--- src/rtl/trilinear_point_splat_grid_core_macros.svh ---
// Assertion macros for the trilinear point splat grid core
`ifndef TRILINEAR_POINT_SPLAT_GRID_CORE_MACROS_SVH
`define TRILINEAR_POINT_SPLAT_GRID_CORE_MACROS_SVH

// Check a property on every clock edge outside reset
`define TPS_ASSERT(lbl, prop) \
  lbl: assert property (@(posedge clk_i) disable iff (!rst_ni) (prop)) \
    else $error("tps assertion failed");

// Check that a condition leads to another in the next cycle
`define TPS_ASSERT_NEXT(lbl, ante, cons) \
  lbl: assert property (@(posedge clk_i) disable iff (!rst_ni) (ante) |=> (cons)) \
    else $error("tps assertion failed");

`endif

--- src/rtl/tps_pkg.sv ---
// Shared types, constants and helpers of the trilinear point splat grid core
package tps_pkg;

  localparam int GRID_I_DEF = 32;
  localparam int GRID_J_DEF = 32;
  localparam int GRID_K_DEF = 32;

  localparam int CFG_IDX_W = 3;
  localparam logic [31:0] INV_STEP_RST = 32'h0001_0000;

  typedef enum logic [1:0] {
    CMD_DEPOSIT = 2'd0,
    CMD_READ    = 2'd1,
    CMD_WRITE   = 2'd2,
    CMD_NONE    = 2'd3
  } cmd_e;

  typedef enum logic [CFG_IDX_W-1:0] {
    CFG_ORIGIN_X   = 3'd0,
    CFG_ORIGIN_Y   = 3'd1,
    CFG_ORIGIN_Z   = 3'd2,
    CFG_INV_STEP_X = 3'd3,
    CFG_INV_STEP_Y = 3'd4,
    CFG_INV_STEP_Z = 3'd5
  } cfg_idx_e;

  typedef enum logic [2:0] {
    MUL_NONE,
    MUL_AXIS_X,
    MUL_AXIS_Y,
    MUL_AXIS_Z,
    MUL_BASE_K,
    MUL_BASE_J,
    MUL_WEIGHT_AB,
    MUL_WEIGHT_C
  } mul_sel_e;

  typedef enum logic [3:0] {
    ST_CLEAR,
    ST_IDLE,
    ST_DISPATCH,
    ST_MUL_Y,
    ST_MUL_Z,
    ST_CHK_Z,
    ST_DECIDE,
    ST_BASE_J,
    ST_BASE_I,
    ST_CW_AB,
    ST_CW_C,
    ST_CW_WR,
    ST_FINISH
  } state_e;

  typedef struct packed {
    logic       load;
    mul_sel_e   mul;
    logic       chk_en;
    logic [1:0] chk_axis;
    logic       base_set;
    logic       base_add;
    logic [2:0] corner;
    logic       mem_rd_cell;
    logic       mem_rd_corner;
    logic       mem_wr_cell;
    logic       mem_wr_sat;
    logic       clear;
    logic       out_load;
  } ctrl_cmd_t;

  typedef struct packed {
    cmd_e cmd;
    logic fail;
    logic clear_last;
  } dp_sts_t;

  // Per-axis weight: fraction for the upper corner, its complement for the lower one
  function automatic logic [16:0] axis_weight(input logic [15:0] frac, input logic upper);
    logic [16:0] w;
    w = upper ? {1'b0, frac} : (17'h1_0000 - {1'b0, frac});
    return w;
  endfunction

endpackage

--- src/rtl/tps_ctrl.sv ---
// Controller state machine of the trilinear point splat grid core
module tps_ctrl (
  input  logic               clk_i,
  input  logic               rst_ni,
  input  logic               in_valid_i,
  output logic               in_ready_o,
  output logic               out_valid_o,
  input  logic               out_ready_i,
  output tps_pkg::ctrl_cmd_t cmd_o,
  input  tps_pkg::dp_sts_t   sts_i
);

  tps_pkg::state_e state_q, state_d;
  logic [2:0]      corner_q, corner_d;
  logic            out_valid_q, out_valid_d;

  always_ff @(posedge clk_i or negedge rst_ni) begin
    if (!rst_ni) begin
      state_q     <= tps_pkg::ST_CLEAR;
      corner_q    <= 3'd0;
      out_valid_q <= 1'b0;
    end else begin
      state_q     <= state_d;
      corner_q    <= corner_d;
      out_valid_q <= out_valid_d;
    end
  end

  always_comb begin
    state_d    = state_q;
    corner_d   = corner_q;
    cmd_o      = '0;
    cmd_o.mul  = tps_pkg::MUL_NONE;
    cmd_o.corner = corner_q;
    in_ready_o = 1'b0;
    case (state_q)
      tps_pkg::ST_CLEAR: begin
        cmd_o.clear = 1'b1;
        if (sts_i.clear_last) begin
          state_d = tps_pkg::ST_IDLE;
        end
      end
      tps_pkg::ST_IDLE: begin
        in_ready_o = 1'b1;
        if (in_valid_i) begin
          cmd_o.load = 1'b1;
          state_d    = tps_pkg::ST_DISPATCH;
        end
      end
      tps_pkg::ST_DISPATCH: begin
        case (sts_i.cmd)
          tps_pkg::CMD_DEPOSIT: begin
            cmd_o.mul = tps_pkg::MUL_AXIS_X;
            state_d   = tps_pkg::ST_MUL_Y;
          end
          tps_pkg::CMD_READ: begin
            cmd_o.mem_rd_cell = 1'b1;
            state_d           = tps_pkg::ST_FINISH;
          end
          tps_pkg::CMD_WRITE: begin
            cmd_o.mem_wr_cell = 1'b1;
            state_d           = tps_pkg::ST_FINISH;
          end
          default: begin
            state_d = tps_pkg::ST_FINISH;
          end
        endcase
      end
      tps_pkg::ST_MUL_Y: begin
        cmd_o.mul      = tps_pkg::MUL_AXIS_Y;
        cmd_o.chk_en   = 1'b1;
        cmd_o.chk_axis = 2'd0;
        state_d        = tps_pkg::ST_MUL_Z;
      end
      tps_pkg::ST_MUL_Z: begin
        cmd_o.mul      = tps_pkg::MUL_AXIS_Z;
        cmd_o.chk_en   = 1'b1;
        cmd_o.chk_axis = 2'd1;
        state_d        = tps_pkg::ST_CHK_Z;
      end
      tps_pkg::ST_CHK_Z: begin
        cmd_o.chk_en   = 1'b1;
        cmd_o.chk_axis = 2'd2;
        state_d        = tps_pkg::ST_DECIDE;
      end
      tps_pkg::ST_DECIDE: begin
        if (sts_i.fail) begin
          state_d = tps_pkg::ST_FINISH;
        end else begin
          cmd_o.mul = tps_pkg::MUL_BASE_K;
          state_d   = tps_pkg::ST_BASE_J;
        end
      end
      tps_pkg::ST_BASE_J: begin
        cmd_o.mul      = tps_pkg::MUL_BASE_J;
        cmd_o.base_set = 1'b1;
        state_d        = tps_pkg::ST_BASE_I;
      end
      tps_pkg::ST_BASE_I: begin
        cmd_o.base_add = 1'b1;
        corner_d       = 3'd0;
        state_d        = tps_pkg::ST_CW_AB;
      end
      tps_pkg::ST_CW_AB: begin
        cmd_o.mul = tps_pkg::MUL_WEIGHT_AB;
        state_d   = tps_pkg::ST_CW_C;
      end
      tps_pkg::ST_CW_C: begin
        cmd_o.mul           = tps_pkg::MUL_WEIGHT_C;
        cmd_o.mem_rd_corner = 1'b1;
        state_d             = tps_pkg::ST_CW_WR;
      end
      tps_pkg::ST_CW_WR: begin
        cmd_o.mem_wr_sat = 1'b1;
        corner_d         = corner_q + 3'd1;
        state_d          = (corner_q == 3'd7) ? tps_pkg::ST_FINISH : tps_pkg::ST_CW_AB;
      end
      tps_pkg::ST_FINISH: begin
        if (!out_valid_q || out_ready_i) begin
          cmd_o.out_load = 1'b1;
          state_d        = tps_pkg::ST_IDLE;
        end
      end
      default: begin
        state_d = tps_pkg::ST_IDLE;
      end
    endcase
    out_valid_d = (out_valid_q && !out_ready_i) || cmd_o.out_load;
  end

  assign out_valid_o = out_valid_q;

endmodule

--- config.mk ---
export PLATFORM = sky130hd
export DESIGN_NAME = tps_ctrl
export DESIGN_NICKNAME = d
export VERILOG_FILES = /design/src/rtl/trilinear_point_splat_grid_core_macros.svh /design/src/rtl/tps_pkg.sv /design/src/rtl/tps_ctrl.sv
export SDC_FILE = /design/constraint.sdc
export NUM_CORES = 1
export LEC_CHECK = 0
export BUFFER_PORTS_ARGS = -buffer_cell sky130_fd_sc_hd__buf_2
export CAP_MARGIN = 20
export CORE_MARGIN = 1.5
export CORE_UTILIZATION = 50
export CTS_BUF_LIST = sky130_fd_sc_hd__clkbuf_4 sky130_fd_sc_hd__clkbuf_8 sky130_fd_sc_hd__clkbuf_16
export CTS_CLUSTER_SIZE = 20
export DETAILED_ROUTE_END_ITERATION = 8
export PLACE_DENSITY_LB_ADDON = 0.15
export SYNTH_ARGS = -nofsm -noshare
export SYNTH_HDL_FRONTEND = slang
export SYNTH_SLANG_ARGS = --single-unit
--- constraint.sdc ---
create_clock -name clk_i -period 3.45 [get_ports clk_i]
set_input_delay 0.69 -clock clk_i [delete_from_list [all_inputs] [get_ports clk_i]]
set_output_delay 0.69 -clock clk_i [all_outputs]
set_load 0.01 [all_outputs]
==> impl_metrics.tcl, run 1 <==
set metrics [dict create \
    outcome "completed" \
    worst_pin_slew_ns 0.668 \
    drive_above_1_share 0.287 \
    num_io_pins 28 \
    cts_setup_buffers 0 \
    final_nets 127 \
    syn_inst 92 \
    synth.distinct_cells 36 \
    path_class "reg -> out" \
    setup_tns_ns 0 \
    setup_violations 0 \
    cp_max_fo 24 \
    grt_pass1_vias 652 \
    p_per_area_nw_per_um2 845 \
    dieHeight_um 41.8 \
    yosysWarnings 0 \
    final_cell_mix "buf_2, nor2_1, nand2_1, dfrtp_1, o21ai_0" \
    timing.final.crit_share 0.738 \
    synth.avg_cell_area_um2 8.20 \
    synth_enable_flop_cells 0 \
    clockBufferDepth 2 \
    fillers 137 \
    crit_chain "nand2_1 > mux2_2 > nor2_1 > buf_2" \
    dieArea_um2 1750 \
    async_flop_share 1.00 \
    cts_root_buffer "clkbuf_4" \
    synth.cell_area_um2 754 \
    ir_drop_mv 0.510 \
    gr-total-overflow 0 \
    reg2reg_from "state_q[0]" \
    finish.utilization 0.636 \
    cap_violations 0 \
    path_delay_family "flip-flops" \
    postCtsResizedCells 0 \
    cellLeakagePower_uw 0.000445 \
    place.gp.congestion 0.770 \
    crit_path_start_kind "flop" \
    drc 0 \
    worst_slack_ns 0.905 \
    period_needed_ns 2.55 \
    synth_flop_cell "dfrtp_1" \
    worst_ep_arrival_time_ns 1.86 \
    grt.total_usage 0.206 \
    layout_commonest_cell "buf_2" \
    ys_ff_latch 8 \
    slew_viol_final 0 \
    h-tree-depth 1 \
    worstSkewPairLatency_ns 0.25 \
    cpPeakStageDelay_ns 0.77 \
    max_freq_mhz 393 \
    initial_utilization 0.559 \
    core_um2 1350 \
    cts_sinks 8 \
    rows 13 \
    dr.pass1.iters 4 \
    dieWidth_um 41.8 \
    whs_ns 0.269 \
    slowest_stage "dfrtp_1" \
    portBuffers 27 \
    dpl_worst_slack_ns 1.19 \
    drt.antenna.violating_nets 0 \
    dp_hpwl_mm 1.16 \
    via_per_inst 5.80 \
    setup.worst_path.start "state_q[0]" \
    cts_made_buffers 3 \
    cts_tree "done" \
    grt_pass1_wl_mm 2.86 \
    reg2reg_depth 4 \
    antenna_found_initial 0 \
    path_buf_inv 1 \
    synth_fp_nets 102 \
    hold_viol 0 \
    crit_required_ns 2.76 \
    syn2layout_area_growth_pct 13.8 \
    ys_seq_area_frac 0.265 \
    drtIter0Drc 20 \
    vias 754 \
    n_antenna_cell 0 \
    regToRegSetupSlack_ns 1.69 \
    wl_mm 1.63 \
    grt_max_degree 25 \
    stdcell_count 130 \
    drt-wirelength-per-cell_um 12.5 \
    clk_pin_slew_ns 0.05 \
    clock-skew-final_ns 0.00155 \
    dp.cells 127 \
    crit-reg2reg-capture "state_q[0]" \
    rsz0062_at_grt "no" \
    min_path_type "in -> async" \
    timing.slew.headroom 0.555 \
    endpoint_kind "output port" \
    hold_buffers 0 \
]
## registers in the layout, summed over array words and instances, names as in the netlist
register     cells
state_q          4
out_valid_o      1
corner_q         3
## synth_stat cells (2+ instances only)
master	number	area share
a21o_1	3	0.030
a21oi_1	3	0.020
a22o_1	3	0.035
buf_6	6	0.090
dfrtp_1	8	0.27
ha_1	2	0.033
inv_1	4	0.020
nand2_1	8	0.040
nand2b_1	4	0.033
nand3_1	4	0.027
nor2_1	10	0.050
nor2b_1	4	0.033
nor3_1	4	0.027
nor3b_1	2	0.020
nor4_1	2	0.017
o21ai_0	5	0.033
## final cells by class
class,count,area (um2),share of cell area
multi-input cells,73,467,0.544
flip-flops and latches,8,200,0.233
repair buffers,27,135,0.157
clock buffers,3,22.5,0.0262
well taps,15,18.8,0.0219
inverters,4,15.0,0.0175
## stage by stage
step	power, uW	cell area, um2
3_5_place_dp	654	836
3_3_place_gp	650	836
6_report	725	858
5_1_grt	803	858
4_1_cts	728	858
2_1_floorplan	583	754
## worst max path at each step
stage | depth (start not counted) | end | slack, ns
6_report | 4 | cmd_o[13] | 0.90
5_1_grt | 4 | cmd_o[13] | 0.70
4_1_cts | 4 | cmd_o[13] | 0.91
3_5_place_dp | 4 | cmd_o[13] | 1.19
3_3_place_gp | 4 | cmd_o[13] | 1.25
2_1_floorplan | 4 | cmd_o[15] | 1.53
## where the power goes
part	internal, uW	leakage (uW)	switching [uW]
sequential	131	0.000104	121
combinational	196	0.000327	207
clock	39.7	0.0000138	30.9
## kinds of logic after synthesis
logic type,Yosys count,synth area share
mux,2,0.0282
simple gates,46,0.332
xor+xnor,1,0.0116
compound gates,22,0.214
buf+inv,11,0.116
flops,8,0.265
fa+ha+maj,2,0.0332
## metal layers
| metal | share of wire | global-route usage | vias up |
|---|---|---|---|
| li1 | - | - | 382 |
| met1 | 0.46 | 0.279 | 341 |
| met2 | 0.46 | 0.322 | 31 |
| met3 | 0.080 | 0.0783 | 0 |
| met4 | 0 | 0.0194 | 0 |
| met5 | 0 | 0 | - |
No activity file was read; power rests on OpenSTA's default activity.
==> run 2: changes to the inputs <==
CORE_UTILIZATION = 43   (was 50)
clock period = 2.3 ns   (was 3.45 ns; I/O delays follow)
==> impl_metrics.tcl, run 2 (synthesis results as in run 1) <==
set metrics [dict create \
    outcome "completed" \
    crit_path_start_kind "flop" \
    p_per_area_nw_per_um2 1280 \
    dp_hpwl_mm 1.27 \
    grt_pass1_wl_mm 2.84 \
    period_needed_ns 2.09 \
    final_nets 129 \
    gr-total-overflow 0 \
    worst_pin_slew_ns 0.578 \
    cts_sinks 8 \
    via_per_inst 5.59 \
    antenna_found_initial 0 \
    largest_register_ffs 4 \
    grt.total_usage 0.194 \
    cellLeakagePower_uw 0.000453 \
    drtIter0Drc 16 \
    vias 744 \
    slew_viol_final 0 \
    place.gp.congestion 0.779 \
    h-tree-depth 1 \
    dieHeight_um 44.9 \
    setup_violations 0 \
    wl_mm 1.70 \
    grt_pass1_vias 620 \
    dieArea_um2 2010 \
    reg2reg_from "state_q[3]" \
    cts_root_buffer "clkbuf_4" \
    final_cell_mix "buf_2, nor2_1, nand2_1, dfrtp_1, o21ai_0" \
    worst_ep_arrival_time_ns 1.63 \
    timing.slew.headroom 0.614 \
    initial_utilization 0.479 \
    dpl_worst_slack_ns 0.411 \
    fillers 164 \
    min_path_type "in -> async" \
    reg2reg_depth 4 \
    layout_commonest_cell "buf_2" \
    num_io_pins 28 \
    worst_slack_ns 0.211 \
    drive_above_1_share 0.316 \
    portBuffers 27 \
    cts_tree "done" \
    drc 0 \
    cts_made_buffers 3 \
    clk_pin_slew_ns 0.06 \
    cp_max_fo 21 \
    cap_violations 0 \
    grt_max_degree 22 \
    cts_setup_buffers 0 \
    whs_ns 0.0408 \
    drt-wirelength-per-cell_um 12.8 \
    max_freq_mhz 479 \
    dr.pass1.iters 4 \
    clockBufferDepth 2 \
    regToRegSetupSlack_ns 0.57 \
    hold_viol 0 \
    endpoint_kind "output port" \
    timing.final.crit_share 0.908 \
    core_um2 1580 \
    total_power_uw 1120 \
    worstSkewPairLatency_ns 0.25 \
    drt.antenna.violating_nets 0 \
    rsz0062_at_grt "no" \
    rows 14 \
    path_class "reg -> out" \
    ir_drop_mv 0.589 \
    setup_tns_ns 0 \
    crit-reg2reg-capture "state_q[0]" \
    syn2layout_area_growth_pct 16.3 \
    dieWidth_um 44.9 \
    crit_required_ns 1.84 \
    clock-skew-final_ns 0.000886 \
    regMostFlops "state_q" \
    n_antenna_cell 0 \
]
## run 2: cell types whose count changed in the layout (fill, tap and decap cells not counted), sizes merged
cell,previous run,this run
buf,27,29
## run 2: layer usage
| metal | global-route usage | vias to the layer above | part of all wire | wire (um) |
|---|---|---|---|---|
| met5 | 0 | - | 0 | 0 |
| met4 | 0.0706 | 0 | 0.0076 | 13 |
| met3 | 0.0480 | 2 | 0.056 | 95 |
| met2 | 0.290 | 23 | 0.43 | 741 |
| met1 | 0.272 | 334 | 0.50 | 854 |
| li1 | - | 385 | - | - |
## run 2: critical path, stage by stage (launching register included)
cell and delay (ns):
dfrtp_1 0.71, nand2b_1 0.24, o21ai_0 0.19, a21o_1 0.12
buf_2 0.12
## run 2: cell type report
class                   instances  area (um2)  share of cell area
well taps                      16        20.0              0.0228
flip-flops and latches          8         203               0.231
multi-input cells              73         467               0.532
repair buffers                 29         150               0.171
inverters                       4        15.0              0.0171
clock buffers                   3        22.5              0.0257
## run 2: per-stage QoR
stage | util | area [um2] | std cells
after floorplan | - | 754 | 92
after global placement | 0.540 | 852 | 130
after detailed placement | 0.540 | 852 | 130
after CTS | 0.555 | 875 | 133
after global routing | 0.556 | 877 | 133
final | 0.556 | 877 | 133
## run 2: worst max-delay path by stage
stage / to / cells past startpoint / from
after global routing: cmd_o[14] / 4 / state_q[3]
after floorplan: cmd_o[15] / 4 / state_q[0]
final: cmd_o[14] / 4 / state_q[3]
after CTS: cmd_o[13] / 4 / state_q[0]
after global placement: cmd_o[13] / 4 / state_q[0]
after detailed placement: cmd_o[13] / 4 / state_q[0]
## run 2: timing repair
item | in CTS | in global routing
hold buffers | 0 | 0
resized for setup | 0 | 2
setup endpoints to repair | 0 | 1
hold endpoints to repair | 0 | 0
## run 2: where the power goes
part	total, uW	switching [uW]	leakage, uW	internal (uW)
Combinational	657	345	0.000337	312
Clock	109	48.8	0.0000138	59.8
Sequential	359	158	0.000102	201
==> run 3: changes to the inputs <==
CORE_MARGIN = 3   (was 1.5)
==> impl_metrics.tcl, run 3 (synthesis results as in run 1) <==
set metrics [dict create \
    outcome "completed" \
    portBuffers 27 \
    dieWidth_um 47.9 \
    drt.antenna.violating_nets 0 \
    grtUsageMet1 0.231 \
    dp_hpwl_mm 1.35 \
    cts_sinks 8 \
    ir_drop_mv 0.504 \
    final_cell_mix "buf_2, nor2_1, nand2_1, dfrtp_1, o21ai_0" \
    largest_register_ffs 4 \
    grt_use_met3 0.0489 \
    rsz0062_at_grt "no" \
    h-tree-depth 1 \
    layout_commonest_cell "buf_2" \
    place.gp.congestion 0.785 \
    finish.utilization 0.555 \
    grt_pass1_wl_mm 2.83 \
    reg2reg_depth 5 \
    grt.total_usage 0.181 \
    critPathCapture "cmd_o[14]" \
    postCtsResizedCells 0 \
    crit_required_ns 1.84 \
    min_path_type "in -> async" \
    n_antenna_cell 0 \
    worst_ep_arrival_time_ns 1.66 \
    cts_root_buffer "clkbuf_4" \
    final_nets 129 \
    drc 0 \
    p_per_area_nw_per_um2 1290 \
    rows 14 \
    initial_utilization 0.479 \
    use_met2 0.282 \
    cts_made_buffers 3 \
    whs_ns 0.0280 \
    core_um2 1580 \
    worstSkewPairLatency_ns 0.26 \
    clock-skew-final_ns 0.0113 \
    path_class "reg -> out" \
    max_freq_mhz 471 \
    timing.final.crit_share 0.924 \
    timing.slew.headroom 0.606 \
    wl_mm 1.84 \
    crit_path_start_kind "flop" \
    crit-reg2reg-capture "state_q[0]" \
    syn2layout_area_growth_pct 15.9 \
    dieHeight_um 47.9 \
    hold_viol 0 \
    slew_viol_final 0 \
    dieArea_um2 2290 \
    regMostFlops "state_q" \
    stdcell_area_um2 875 \
    clockBufferDepth 2 \
    cap_violations 0 \
    cp_max_fo 21 \
    grt-busiest-layer "met2" \
    dr.pass1.iters 4 \
    regToRegSetupSlack_ns 0.57 \
    drive_above_1_share 0.299 \
    gr-total-overflow 0 \
    endpoint_kind "output port" \
    cts_tree "done" \
    vias 767 \
    via_per_inst 5.77 \
    setup_tns_ns 0 \
    placed_area_um2 852 \
    drtIter0Drc 6 \
    cellLeakagePower_uw 0.000455 \
    grt_max_degree 22 \
    grt_pass1_vias 648 \
    reg2reg_from "state_q[1]" \
    clk_pin_slew_ns 0.06 \
    antenna_found_initial 0 \
    setup_violations 0 \
    worst_pin_slew_ns 0.591 \
    drt-wirelength-per-cell_um 13.9 \
    num_io_pins 28 \
    hold_buffers 0 \
    setup.worst_path.start "state_q[3]" \
    cts_setup_buffers 0 \
    period_needed_ns 2.12 \
]
[run 3: stage by stage]
| step | total power (uW) | setup WS (ns) | cells |
|---|---|---|---|
| 2_1_floorplan | 874 | 0.610 | 92 |
| 3_5_place_dp | 1020 | 0.476 | 130 |
| 3_3_place_gp | 1020 | 0.445 | 130 |
| 6_report | 1130 | 0.175 | 133 |
| 4_1_cts | 1130 | 0.185 | 133 |
| 5_1_grt | 1240 | 0.0585 | 133 |
[run 3: where the power goes]
part	switching (uW)	internal (uW)	total, uW
registers	141	198	339
logic	365	312	677
clock network	51.2	60.0	111
[run 3: how the worst min path moves through the flow]
stage	start	endpoint	slack, ns	depth (start not counted)
floorplan	rst_ni	corner_q[0]	0.16	0
global placement	rst_ni	corner_q[1]	0.31	1
detailed placement	rst_ni	corner_q[2]	0.32	1
CTS	rst_ni	corner_q[0]	0.03	1
global route	rst_ni	state_q[2]	0.05	1
finish	rst_ni	state_q[2]	0.03	1
[run 3: cell type report]
cell class,count,area (um2)
fillers,158,702
multi-input cells,73,467
flip-flops and latches,8,200
repair buffers,29,150
clock buffers,3,22.5
well taps,16,20.0
inverters,4,15.0
[run 3: metal layers]
layer	vias to the layer above	part of all wire
li1	384	-
met4	0	0.014
met2	28	0.47
met5	-	0
met1	351	0.45
met3	4	0.064
[run 3: critical path, cell delays in order (launching register included)]
cell and delay (ns):
dfrtp_1 0.72, nor2_1 0.11, a32o_1 0.29, a21o_1 0.15, buf_2 0.13
